`config.mk`:
```
export PLATFORM = sky130hd
export DESIGN_NAME = text_reply_sanitizer_unit
export DESIGN_NICKNAME = d
export VERILOG_FILES = /design/src/rtl/trs_pkg.sv /design/src/rtl/trs_core.sv /design/src/rtl/trs_outq.sv /design/src/rtl/text_reply_sanitizer_unit.sv
export SDC_FILE = /design/constraint.sdc
export NUM_CORES = 1
export LEC_CHECK = 0
export BUFFER_PORTS_ARGS = -buffer_cell sky130_fd_sc_hd__buf_2
export CAP_MARGIN = 25
export CORE_MARGIN = 2
export CORE_UTILIZATION = 25
export CTS_CLUSTER_DIAMETER = 80
export DETAILED_ROUTE_END_ITERATION = 6
export SKIP_CTS_REPAIR_TIMING = 1
export SLEW_MARGIN = 0
export SYNTH_ARGS = -nofsm -noshare
export SYNTH_HDL_FRONTEND = slang
export SYNTH_SLANG_ARGS = --single-unit
export TNS_END_PERCENT = 5
```
`constraint.sdc`:
```
create_clock -name i_clk -period 8 [get_ports i_clk]
set_input_delay 1.2 -clock i_clk [delete_from_list [all_inputs] [get_ports i_clk]]
set_output_delay 1.2 -clock i_clk [all_outputs]
set_load 0.01 [all_outputs]
```
`src/rtl/trs_pkg.sv`:
```
// Package for the text reply sanitizer: widths, character codes and the
// result and push structures shared by the core, the queue and the top level.
// No dependencies.
package trs_pkg;

    localparam int MAX_CAPACITY = 4096;
    localparam int CAP_W        = 13;
    localparam int LEN_W        = 12;
    localparam int WORD_W       = 8;
    localparam int CHAR_W       = 8;
    localparam int QDEPTH       = 4;
    localparam int QPTR_W       = 2;
    localparam int QCNT_W       = 3;

    localparam logic [CAP_W-1:0] CAP_CLAMP = CAP_W'(MAX_CAPACITY);

    localparam logic [CHAR_W-1:0] CH_STAR  = 8'h2A;
    localparam logic [CHAR_W-1:0] CH_UNDER = 8'h5F;
    localparam logic [CHAR_W-1:0] CH_GRAVE = 8'h60;
    localparam logic [CHAR_W-1:0] CH_HASH  = 8'h23;
    localparam logic [CHAR_W-1:0] CH_GT    = 8'h3E;
    localparam logic [CHAR_W-1:0] CH_TILDE = 8'h7E;
    localparam logic [CHAR_W-1:0] CH_PIPE  = 8'h7C;
    localparam logic [CHAR_W-1:0] CH_SPACE = 8'h20;
    localparam logic [CHAR_W-1:0] CH_TAB   = 8'h09;
    localparam logic [CHAR_W-1:0] CH_CR    = 8'h0D;
    localparam logic [CHAR_W-1:0] CH_DEL   = 8'h7F;
    localparam logic [CHAR_W-1:0] CH_UP_A  = 8'h41;
    localparam logic [CHAR_W-1:0] CH_UP_Z  = 8'h5A;
    localparam logic [CHAR_W-1:0] CASE_BIT = 8'h20;

    localparam logic [CAP_W-1:0]  CAP_RESET  = 13'd256;
    localparam logic [WORD_W-1:0] WORD_RESET = 8'd20;

    typedef enum logic [0:0] {
        REG_CAPACITY   = 1'b0,
        REG_WORD_LIMIT = 1'b1
    } t_reg_index;

    typedef struct packed {
        logic [CHAR_W-1:0] char_value;
        logic              is_char;
        logic              success;
        logic [LEN_W-1:0]  out_length;
        logic              last;
    } t_result;

    typedef struct packed {
        logic [1:0] num;
        t_result    first;
        t_result    second;
    } t_push;

endpackage

```
`src/rtl/trs_core.sv`:
```
// Sanitizer core: per-string state and the single-pass byte classification
// that yields zero, one or two results per item. Uses trs_pkg.
module trs_core
    import trs_pkg::*;
(
    input  logic              i_clk,
    input  logic              i_rst_n,
    input  logic              i_fire,
    input  logic [CHAR_W-1:0] i_byte,
    input  logic              i_eos,
    input  logic [CAP_W-1:0]  i_cap,
    input  logic [WORD_W-1:0] i_limit,
    output t_push             o_push
);

    logic [LEN_W-1:0]  r_len, n_len;
    logic [WORD_W-1:0] r_words, n_words;
    logic              r_inside, n_inside;
    logic              r_after, n_after;
    logic              r_pend, n_pend;
    logic              r_stop, n_stop;
    logic              r_fail, n_fail;

    logic              is_markup;
    logic              is_ws;
    logic              is_ctrl;
    logic              go;
    logic              emit_sp;
    logic [LEN_W-1:0]  len_mid;
    logic [CHAR_W-1:0] low_char;
    t_result           sp_res;
    t_result           ch_res;

    assign is_markup = (i_byte == CH_STAR) || (i_byte == CH_UNDER) ||
                       (i_byte == CH_GRAVE) || (i_byte == CH_HASH) ||
                       (i_byte == CH_GT) || (i_byte == CH_TILDE) ||
                       (i_byte == CH_PIPE);
    assign is_ws   = ((i_byte >= CH_TAB) && (i_byte <= CH_CR)) || (i_byte == CH_SPACE);
    assign is_ctrl = (i_byte < CH_SPACE) || (i_byte == CH_DEL);
    assign low_char = ((i_byte >= CH_UP_A) && (i_byte <= CH_UP_Z)) ?
                      (i_byte | CASE_BIT) : i_byte;

    always_comb begin
        n_len    = r_len;
        n_words  = r_words;
        n_inside = r_inside;
        n_after  = r_after;
        n_pend   = r_pend;
        n_stop   = r_stop;
        n_fail   = r_fail;
        go       = 1'b0;
        emit_sp  = 1'b0;
        len_mid  = r_len;
        sp_res   = '{char_value: CH_SPACE, is_char: 1'b1, success: 1'b0,
                     out_length: '0, last: 1'b0};
        ch_res   = '{char_value: low_char, is_char: 1'b1, success: 1'b0,
                     out_length: '0, last: 1'b1};
        o_push   = '0;
        if (i_fire) begin
            if (i_eos) begin
                o_push.num   = 2'd1;
                o_push.first = '{char_value: '0, is_char: 1'b0,
                                 success: (!r_fail && (r_len != '0)),
                                 out_length: r_len, last: 1'b1};
                n_len    = '0;
                n_words  = '0;
                n_inside = 1'b0;
                n_after  = 1'b1;
                n_pend   = 1'b0;
                n_stop   = 1'b0;
                n_fail   = 1'b0;
            end else if (!r_stop && !r_fail && !i_byte[CHAR_W-1] && !is_markup) begin
                if (is_ws) begin
                    if (!r_after) begin
                        n_pend = 1'b1;
                    end
                    n_after  = 1'b1;
                    n_inside = 1'b0;
                end else if (!is_ctrl) begin
                    go = 1'b1;
                    if (!r_inside) begin
                        if (r_words >= i_limit) begin
                            n_stop = 1'b1;
                            n_pend = 1'b0;
                            go     = 1'b0;
                        end else begin
                            n_words  = r_words + 1'b1;
                            n_inside = 1'b1;
                        end
                    end
                    if (go) begin
                        if (r_pend) begin
                            n_pend = 1'b0;
                            if (({1'b0, r_len} + 1'b1) < i_cap) begin
                                len_mid = r_len + 1'b1;
                                emit_sp = 1'b1;
                            end
                        end
                        n_len = len_mid;
                        if (({1'b0, len_mid} + 1'b1) >= i_cap) begin
                            n_fail = 1'b1;
                            if (emit_sp) begin
                                sp_res.last  = 1'b1;
                                o_push.num   = 2'd1;
                                o_push.first = sp_res;
                            end
                        end else begin
                            n_len   = len_mid + 1'b1;
                            n_after = 1'b0;
                            if (emit_sp) begin
                                o_push.num    = 2'd2;
                                o_push.first  = sp_res;
                                o_push.second = ch_res;
                            end else begin
                                o_push.num   = 2'd1;
                                o_push.first = ch_res;
                            end
                        end
                    end
                end
            end
        end
    end

    always_ff @(posedge i_clk) begin
        if (!i_rst_n) begin
            r_len    <= '0;
            r_words  <= '0;
            r_inside <= 1'b0;
            r_after  <= 1'b1;
            r_pend   <= 1'b0;
            r_stop   <= 1'b0;
            r_fail   <= 1'b0;
        end else begin
            r_len    <= n_len;
            r_words  <= n_words;
            r_inside <= n_inside;
            r_after  <= n_after;
            r_pend   <= n_pend;
            r_stop   <= n_stop;
            r_fail   <= n_fail;
        end
    end

endmodule

```
`src/rtl/trs_outq.sv`:
```
// Result queue of four entries that takes up to two results per cycle and
// hands out one per cycle while the reader is ready. Uses trs_pkg.
module trs_outq
    import trs_pkg::*;
(
    input  logic    i_clk,
    input  logic    i_rst_n,
    input  t_push   i_push,
    input  logic    i_pop_ready,
    output logic    o_room2,
    output logic    o_valid,
    output t_result o_head
);

    t_result           r_mem [QDEPTH];
    logic [QPTR_W-1:0] r_wr, n_wr;
    logic [QPTR_W-1:0] r_rd, n_rd;
    logic [QCNT_W-1:0] r_cnt, n_cnt;
    logic              pop;
    logic [QPTR_W-1:0] wr_next;

    assign o_valid = (r_cnt != '0);
    assign o_head  = r_mem[r_rd];
    assign o_room2 = (r_cnt <= QCNT_W'(QDEPTH - 2));
    assign pop     = o_valid && i_pop_ready;
    assign wr_next = r_wr + 1'b1;

    always_comb begin
        n_wr  = r_wr + QPTR_W'(i_push.num);
        n_rd  = pop ? (r_rd + 1'b1) : r_rd;
        n_cnt = r_cnt + QCNT_W'(i_push.num) - QCNT_W'(pop);
    end

    always_ff @(posedge i_clk) begin
        if (i_push.num != 2'd0) begin
            r_mem[r_wr] <= i_push.first;
        end
        if (i_push.num == 2'd2) begin
            r_mem[wr_next] <= i_push.second;
        end
    end

    always_ff @(posedge i_clk) begin
        if (!i_rst_n) begin
            r_wr  <= '0;
            r_rd  <= '0;
            r_cnt <= '0;
        end else begin
            r_wr  <= n_wr;
            r_rd  <= n_rd;
            r_cnt <= n_cnt;
        end
    end

endmodule

```
`src/rtl/text_reply_sanitizer_unit.sv`:
```
// Top level of the text reply sanitizer: configuration registers, input
// register, core and result queue. Uses trs_pkg, trs_core and trs_outq.
//
//   Channel  Direction  Payload
//   s_axis   in         tdata: byte_value; tlast: end_of_string
//   m_axis   out        tdata: char_value, success, out_length; tuser: is_char;
//                       tlast: last
//   cfg      in         index, 13-bit data; always ready
//
// One input request is taken per cycle while s_axis tready is high. It is
// held in the input register, and its results wait in the result queue.
// An item with a pending space yields two results while only one leaves per
// cycle, so the input register holds whenever fewer than two of the four
// result queue entries are free. Reset is synchronous and active low and
// restores capacity 256 and word limit 20. A stalled output fills the queue
// and then holds the input register, which drops s_axis tready.
module text_reply_sanitizer_unit
    import trs_pkg::*;
(
    input  logic        i_clk,
    input  logic        i_rst_n,
    input  logic        s_axis_tvalid,
    output logic        s_axis_tready,
    input  logic [7:0]  s_axis_tdata,   // [7:0] byte_value
    input  logic        s_axis_tlast,
    output logic        m_axis_tvalid,
    input  logic        m_axis_tready,
    output logic [23:0] m_axis_tdata,   // [7:0] char_value, [8] success,
                                        // [20:9] out_length, [23:21] zero
    output logic        m_axis_tuser,   // [0] is_char
    output logic        m_axis_tlast,
    input  logic        i_cfg_valid,
    output logic        o_cfg_ready,
    input  logic        i_cfg_index,
    input  logic [12:0] i_cfg_data
);

    logic [CAP_W-1:0]  r_capacity;
    logic [WORD_W-1:0] r_limit;
    logic              r_in_valid, n_in_valid;
    logic [CHAR_W-1:0] r_in_byte;
    logic              r_in_eos;
    logic [CAP_W-1:0]  cap_eff;
    logic              room2;
    logic              proc;
    logic              s_fire;
    t_push             push;
    t_result           head;

    assign o_cfg_ready   = 1'b1;
    assign cap_eff       = (r_capacity > CAP_CLAMP) ? CAP_CLAMP : r_capacity;
    assign proc          = r_in_valid && room2;
    assign s_axis_tready = !r_in_valid || proc;
    assign s_fire        = s_axis_tvalid && s_axis_tready;
    assign n_in_valid    = s_fire ? 1'b1 : (proc ? 1'b0 : r_in_valid);

    always_ff @(posedge i_clk) begin
        if (!i_rst_n) begin
            r_capacity <= CAP_RESET;
            r_limit    <= WORD_RESET;
        end else if (i_cfg_valid) begin
            case (t_reg_index'(i_cfg_index))
                REG_CAPACITY:   r_capacity <= i_cfg_data;
                REG_WORD_LIMIT: r_limit    <= i_cfg_data[WORD_W-1:0];
                default:        r_limit    <= r_limit;
            endcase
        end
    end

    always_ff @(posedge i_clk) begin
        if (!i_rst_n) begin
            r_in_valid <= 1'b0;
        end else begin
            r_in_valid <= n_in_valid;
        end
    end

    always_ff @(posedge i_clk) begin
        if (s_fire) begin
            r_in_byte <= s_axis_tdata;
            r_in_eos  <= s_axis_tlast;
        end
    end

    trs_core u_core (
        .i_clk   (i_clk),
        .i_rst_n (i_rst_n),
        .i_fire  (proc),
        .i_byte  (r_in_byte),
        .i_eos   (r_in_eos),
        .i_cap   (cap_eff),
        .i_limit (r_limit),
        .o_push  (push)
    );

    trs_outq u_outq (
        .i_clk       (i_clk),
        .i_rst_n     (i_rst_n),
        .i_push      (push),
        .i_pop_ready (m_axis_tready),
        .o_room2     (room2),
        .o_valid     (m_axis_tvalid),
        .o_head      (head)
    );

    assign m_axis_tdata = {3'b000, head.out_length, head.success, head.char_value};
    assign m_axis_tuser = head.is_char;
    assign m_axis_tlast = head.last;

`ifndef SYNTH
    a_completion_last: assert property (@(posedge i_clk) disable iff (!i_rst_n)
        (m_axis_tvalid && !m_axis_tuser) |-> m_axis_tlast)
        else $error("completion result without tlast");

    a_char_no_status: assert property (@(posedge i_clk) disable iff (!i_rst_n)
        (m_axis_tvalid && m_axis_tuser) |-> (m_axis_tdata[20:8] == 13'd0))
        else $error("character result carries status fields");

    a_eos_yields_result: assert property (@(posedge i_clk) disable iff (!i_rst_n)
        (proc && r_in_eos) |=> m_axis_tvalid)
        else $error("end marker produced no completion");
`endif

endmodule

```
==> results of run 1 <==
==> power groups by stage <==
stage	Sequential (mW)	Combinational (mW)	Clock, mW
3_5_place_dp	0.911	0.381	0
2_1_floorplan	0.894	0.287	0
5_1_grt	0.898	0.417	0.896
3_3_place_gp	0.909	0.375	0
4_1_cts	0.893	0.382	0.862
6_report	0.894	0.376	0.844
==> worst max-delay path by stage <==
stage | end | slack, ns
3_3_place_gp | u_outq.r_mem[3][17] | 0.76
6_report | u_outq.r_mem[1][21] | 0.59
4_1_cts | u_outq.r_mem[3][16] | 0.51
3_5_place_dp | u_outq.r_mem[3][15] | 0.58
5_1_grt | u_outq.r_mem[1][19] | 0.01
2_1_floorplan | u_outq.r_cnt[2] | 1.68
==> worst max-delay path, stage by stage, from the launching register on <==
cell,delay [ns]
dfxtp_1,0.52
ha_1,0.38
and4_1,0.31
nand3_1,0.22
nor2_1,0.29
xnor2_1,0.16
ha_1,0.28
a22oi_1,0.18
o211ai_1,0.15
a21o_1,0.30
nor2_4,0.27
xnor2_1,0.19
ha_1,0.25
inv_1,0.09
a211oi_2,0.25
nand4_1,0.24
xor2_1,0.24
ha_1,0.33
a211oi_1,0.24
o21ai_0,0.13
a211oi_1,0.29
and2_1,0.25
ha_1,0.27
nor2b_1,0.18
and3_1,0.39
and2_1,0.24
or2_1,0.41
==> logic make-up after synthesis <==
group           Yosys count  synth area share
flops                   157             0.414
mux                      27            0.0649
fa+ha+maj                44            0.0635
simple gates            390             0.216
xor+xnor                 42            0.0419
buf+inv                  99            0.0504
other cells               2          0.000855
compound gates          193             0.149
==> sequential cells by signal, indices dropped and copies added, names as in the netlist, named ones only <==
name	cells
u_outq.r_mem	92
r_in_eos	1
u_outq.r_rd	2
u_core.r_words	8
r_in_valid	1
u_core.r_stop	1
r_in_byte	8
r_limit	8
u_core.r_pend	1
u_core.r_inside	1
u_core.r_fail	1
u_core.r_after	1
r_capacity	13
u_outq.r_wr	2
u_outq.r_cnt	3
u_core.r_len	12
==> per-stage QoR <==
step	instances	worst slack (ns)	total power, mW	hold slack, ns	cell area [µm²]
after floorplan	960	1.68	1.18	0.425	8810
after global placement	1420	0.763	1.28	0.435	9460
after detailed placement	1420	0.578	1.29	0.440	9460
after CTS	1452	0.512	2.14	0.452	10100
after global routing	1452	0.0144	2.21	0.469	10100
final	1452	0.591	2.11	0.450	10100
==> Yosys cell counts (13+ instances only) <==
cell,instances
nor2b_1,13
nor2_1,61
inv_1,35
ha_1,43
nor3_1,17
dfxtp_1,108
nand2_1,136
mux4_2,23
o21ai_1,22
edfxtp_1,49
clkbuf_1,33
and2_1,17
o21ai_0,43
nand3_1,65
and3_1,23
xnor2_1,32
a21oi_1,47
==> placed cells by master (no fill, tap or decap), drive strengths merged, types with 4 or more instances in the layout <==
master / instances
nand3: 66
a21o: 6
mux4: 23
o31ai: 7
conb: 8
inv: 45
clkbuf: 18
a211oi: 12
o21ai: 65
and3: 23
nor3: 17
and2: 17
nand2b: 7
nand3b: 5
a21oi: 50
nand2: 140
edfxtp: 49
nor2: 63
xnor2: 32
or3: 6
buf: 69
a31o: 15
nand4: 12
xor2: 10
mux2i: 4
ha: 43
nor2b: 13
dfxtp: 108
o211ai: 8
==> layout make-up <==
cell class,count,area [µm²]
Inverter,35,131
Multi-Input combinational cell,704,4750
Fill cell,3663,24500
Tap cell,455,569
Clock buffer,18,429
Sequential cell,157,3640
Timing Repair Buffer,69,388
Clock inverter,14,173
==> metal layers <==
| layer | GRT usage | routed length, µm | vias up |
|---|---|---|---|
| met5 | 0 | 0 | - |
| met4 | 0.0308 | 296 | 0 |
| met3 | 0.0250 | 1190 | 21 |
| met2 | 0.207 | 10700 | 197 |
| met1 | 0.176 | 10900 | 3361 |
| li1 | - | - | 3472 |
==> flow_metrics.py, run 1 <==
metrics = {
    "critical_path": {
        "reg2reg_to": "u_outq.r_mem[1][21]",
        "endpoint_kind": "register",
        "start_kind": "register",
        "worst-setup-path-type": "reg -> reg",
        "r2r_slack_ns": 0.59,
        "r2r_start": "u_core.r_len[0]",
        "cp_max_fo": 11,
        "rr_worst_depth": 26,
        "arrival_ns": 7.48,
        "critPathLaunch": "u_core.r_len[0]",
        "required_ns": 8.07,
    },
    "worst_hold_path": {
        "worst_hold_path_type": "reg -> reg",
        "hold-path-endpoint": "u_outq.r_mem[1][12]",
        "whs_path_depth": 2,
        "min_from": "u_outq.r_mem[1][12]",
    },
    "logic_synthesis": {
        "synthDistinctLibCells": 78,
        "synth_top_area_share": 0.246,
        "post_synth.cell_area_avg_um2": 9.21,
        "yosysWarnings": 0,
        "synthesis.area_mm2": 0.00879,
        "syn_inst": 954,
        "synthFlopType": "dfxtp_1",
        "synth_largest_area_cell": "dfxtp_1",
        "async_flop_share": 0,
        "ys_seq_area_frac": 0.414,
        "yosys_register_bits": 157,
        "synth_area_leaders": "dfxtp_1, edfxtp_1, ha_1",
        "synth_edf_count": 49,
    },
    "placed_design": {
        "place.gp.congestion": 0.896,
        "dp_hpwl_mm": 16.7,
        "io_buffers": 52,
    },
    "cts": {
        "clk_pin_slew_ns": 0.07,
        "cts.sinks": 157,
        "cts_max_path_buffers": 2,
        "cts_tree": "yes",
        "clkLatencyLatePin_ns": 0.43,
        "cts_root_buffer": "clkbuf_16",
        "htreeDepth": 4,
        "numCtsBuffers": 17,
    },
    "timing": {
        "timing.max_slew.rel_slack": 0.375,
        "finalCritPeriodShare": 0.926,
        "worst_slew_pin_slew_ns": 0.936,
        "finalHoldViolCount": 0,
        "report.final.setup_viol": 0,
        "setup_tns_ns": 0,
        "drv_slew": 0,
        "fmax_mhz": 135,
        "finalCriticalPeriod_ns": 7.41,
        "skew_ns": 0.0126,
        "rsz0062_at_grt": "false",
    },
    "routing": {
        "via_count": 7051,
        "wl_per_cell_um": 15.9,
        "drc": 0,
        "first_iter_violations": 461,
        "first_pass_iters": 6,
        "routed_via_density": 4.86,
        "ant_nets": 0,
        "totalWireLength_mm": 23.1,
    },
    "floorplan": {
        "fp.dieH_um": 191,
        "core-area_mm2": 0.0345,
        "dieArea_mm2": 0.0367,
        "rows": 68,
        "dieWidth_um": 191,
        "initial_utilization": 0.254,
        "ios": 57,
    },
    "power": {
        "power.internal_mw": 1.48,
        "combPwrFrac": 0.178,
        "leakage_nw": 3.70,
        "power.switching_fraction": 0.298,
        "power-per-cell-area_mw_per_mm2": 210,
        "p_clk_frac": 0.399,
        "p_sw_mw": 0.630,
        "ir_worst_vdd_v": 0.000130,
        "pwr-share-seq": 0.423,
    },
    "cells_and_area": {
        "layout.nets": 1056,
        "syn_to_final_growth_pct": 14.7,
        "layout-drive-gt1-share": 0.155,
        "diodes": 0,
        "final_util": 0.292,
    },
    "global_routing": {
        "grt_usage": 0.128,
        "grt_max_degree": 53,
        "grt_pass1_vias": 6777,
        "grt_antenna_before_repair": 0,
        "grt_pass1_wl_mm": 37.1,
        "grt_overflow": 0,
    },
    "job": {
        "maxCapViolCount": 0,
    },
    "run_status": {
        "status": "finished clean",
    },
}
(Power assumes the default switching activity.)
==> run 2, diff against run 1 <==
--- a/config.mk
+++ b/config.mk
@@ -8,9 +8,11 @@
 export BUFFER_PORTS_ARGS = -buffer_cell sky130_fd_sc_hd__buf_2
 export CAP_MARGIN = 25
 export CORE_MARGIN = 2
-export CORE_UTILIZATION = 25
+export CORE_UTILIZATION = 60
 export CTS_CLUSTER_DIAMETER = 80
 export DETAILED_ROUTE_END_ITERATION = 6
+export MAX_ROUTING_LAYER = met4
+export PLACE_DENSITY = 0.79
 export SKIP_CTS_REPAIR_TIMING = 1
 export SLEW_MARGIN = 0
 export SYNTH_ARGS = -nofsm -noshare
==> run 2 against run 1 <==
Routed wire length down 8.4%. Sequential share of layout area is 1.4 points higher. Final area down 3.8%. Clock skew is 0.00060 ns higher. Maximum frequency grew 2.2%. Sequential cell count did not move. Critical path type unchanged. Largest cell class unchanged.
==> flow_metrics.py, run 2 (synthesized netlist as in run 1, its figures left out) <==
metrics = {
    "run_status": {
        "status": "finished clean",
    },
    "placed_design": {
        "dp_hpwl_mm": 14.7,
        "dp_cells": 1149,
        "io_buffers": 52,
        "place.gp.congestion": 0.931,
        "pre_cts_ws_ns": 0.621,
    },
    "floorplan": {
        "core-area_mm2": 0.0144,
        "fp.dieH_um": 125,
        "dieArea_mm2": 0.0156,
        "rows": 44,
        "ios": 57,
        "dieWidth_um": 125,
        "initial_utilization": 0.609,
    },
    "routing": {
        "drc": 0,
        "via_count": 7277,
        "ant_nets": 0,
        "routed_via_density": 6.17,
        "first_iter_violations": 730,
        "first_pass_iters": 5,
        "totalWireLength_mm": 21.2,
        "wl_per_cell_um": 18.0,
    },
    "global_routing": {
        "grt_pass1_vias": 6995,
        "grt_pass1_wl_mm": 35.1,
        "grt_max_degree": 50,
        "grt_usage": 0.286,
        "grt_overflow": 0,
        "grt_antenna_before_repair": 0,
    },
    "cts": {
        "htreeDepth": 4,
        "clk_pin_slew_ns": 0.06,
        "clkLatencyLatePin_ns": 0.43,
        "numCtsBuffers": 17,
        "cts_tree": "yes",
        "cts.sinks": 157,
        "cts_root_buffer": "clkbuf_16",
        "cts_max_path_buffers": 2,
    },
    "timing": {
        "worst_slew_pin_slew_ns": 0.931,
        "rsz0062_at_grt": "false",
        "finalCriticalPeriod_ns": 7.25,
        "fmax_mhz": 138,
        "report.final.setup_viol": 0,
        "worst_slack_ns": 0.750,
        "finalHoldViolCount": 0,
        "drv_slew": 0,
        "timing.max_slew.rel_slack": 0.378,
        "skew_ns": 0.0132,
        "setup_tns_ns": 0,
        "hold_ws_ns": 0.446,
        "finalCritPeriodShare": 0.906,
    },
    "critical_path": {
        "required_ns": 8.07,
        "arrival_ns": 7.32,
        "start_kind": "register",
        "r2r_start": "u_core.r_len[0]",
        "endpoint_kind": "register",
        "worst-setup-path-type": "reg -> reg",
        "rr_worst_depth": 26,
        "reg2reg_to": "u_outq.r_mem[1][18]",
        "cp_max_fo": 11,
        "r2r_slack_ns": 0.75,
    },
    "worst_hold_path": {
        "min_from": "u_outq.r_mem[1][9]",
        "hold-path-endpoint": "u_outq.r_mem[1][9]",
        "whs_path_depth": 2,
        "worst_hold_path_type": "reg -> reg",
    },
    "cells_and_area": {
        "layout.nets": 1056,
        "layout-drive-gt1-share": 0.153,
        "syn_to_final_growth_pct": 10.4,
        "multi_input_area_mm2": 0.00475,
        "largest_reg_flops": 92,
        "diodes": 0,
        "final_cell_mix": "nand2_1, dfxtp_1, nand3_1",
        "final_common_cell": "nand2_1",
        "largest_registers": "u_outq.r_mem (92), r_capacity (13), u_core.r_len (12)",
        "regMostFlops": "u_outq.r_mem",
        "instances_no_fill": 1180,
        "regArea_mm2": 0.00363,
        "fillCellCount": 1123,
    },
    "power": {
        "leakage_nw": 3.68,
        "ir_worst_vdd_v": 0.000211,
        "power-per-cell-area_mw_per_mm2": 210,
        "total_power_mw": 2.04,
    },
    "job": {
        "maxCapViolCount": 0,
    },
}
## run 2: cell count changes in the layout (fill, tap and decap cells not counted), moves of 2 or more
cell and change:
bufinv_16 -2, clkbuf_16 +2, clkinv_2 +3, dfxtp_1 +2, dfxtp_2 -2, inv_8 -5
## run 2: metal layers
metal,wire (µm),GRT usage,vias up,share of wire
met5,0,-,-,0
li1,-,-,3471,-
met4,541,0.108,0,0.026
met1,8980,0.360,3453,0.42
met3,1490,0.0556,43,0.070
met2,10200,0.460,310,0.48
## run 2: cell type report
cell class                 instances  share of cell area
clock buffer                      23              0.0517
clock inverter                     8             0.00568
inverter                          35              0.0135
multi-input combinational        704               0.490
sequential                       157               0.375
tap                              184              0.0237
timing repair buffer              69              0.0408
## run 2: metrics by stage
| step | utilization | instance area (µm²) |
|---|---|---|
| 2_1_floorplan | - | 8810 |
| 3_3_place_gp | 0.632 | 9110 |
| 3_5_place_dp | 0.633 | 9130 |
| 4_1_cts | 0.671 | 9680 |
| 5_1_grt | 0.672 | 9700 |
| 6_report | 0.672 | 9700 |
## run 2: worst max-delay path, cell delays in order (launching register included)
cell and delay (ns):
dfxtp_1 0.53, ha_1 0.37, and4_1 0.32, nand3_1 0.20
nor2_1 0.27, xnor2_1 0.15, ha_1 0.27, a22oi_1 0.19
o211ai_1 0.15, a21o_1 0.30, nor2_4 0.25, xnor2_1 0.19
ha_1 0.25, inv_1 0.08, a211oi_2 0.25, nand4_1 0.25
xor2_1 0.23, ha_1 0.32, a211oi_1 0.22, o21ai_0 0.12
a211oi_1 0.30, and2_1 0.21, ha_1 0.25, nor2b_1 0.20
and3_2 0.34, and2_1 0.22, or2_1 0.43
## run 2: worst max-delay path by stage
stage | from | to | slack, ns | depth (start not counted)
4_1_cts | u_core.r_len[0] | u_outq.r_mem[3][16] | 0.58 | 26
3_5_place_dp | u_core.r_len[0] | u_outq.r_mem[3][21] | 0.62 | 27
2_1_floorplan | u_core.r_len[1] | u_outq.r_cnt[2] | 1.68 | 31
5_1_grt | u_core.r_len[0] | u_outq.r_mem[3][20] | 0.03 | 27
6_report | u_core.r_len[0] | u_outq.r_mem[1][18] | 0.75 | 26
3_3_place_gp | u_core.r_len[0] | u_outq.r_mem[3][15] | 0.91 | 26
## run 2: power breakdown
part           internal [mW]  switching [mW]
Combinational          0.148           0.219
Clock                  0.443           0.328
Sequential             0.862          0.0359
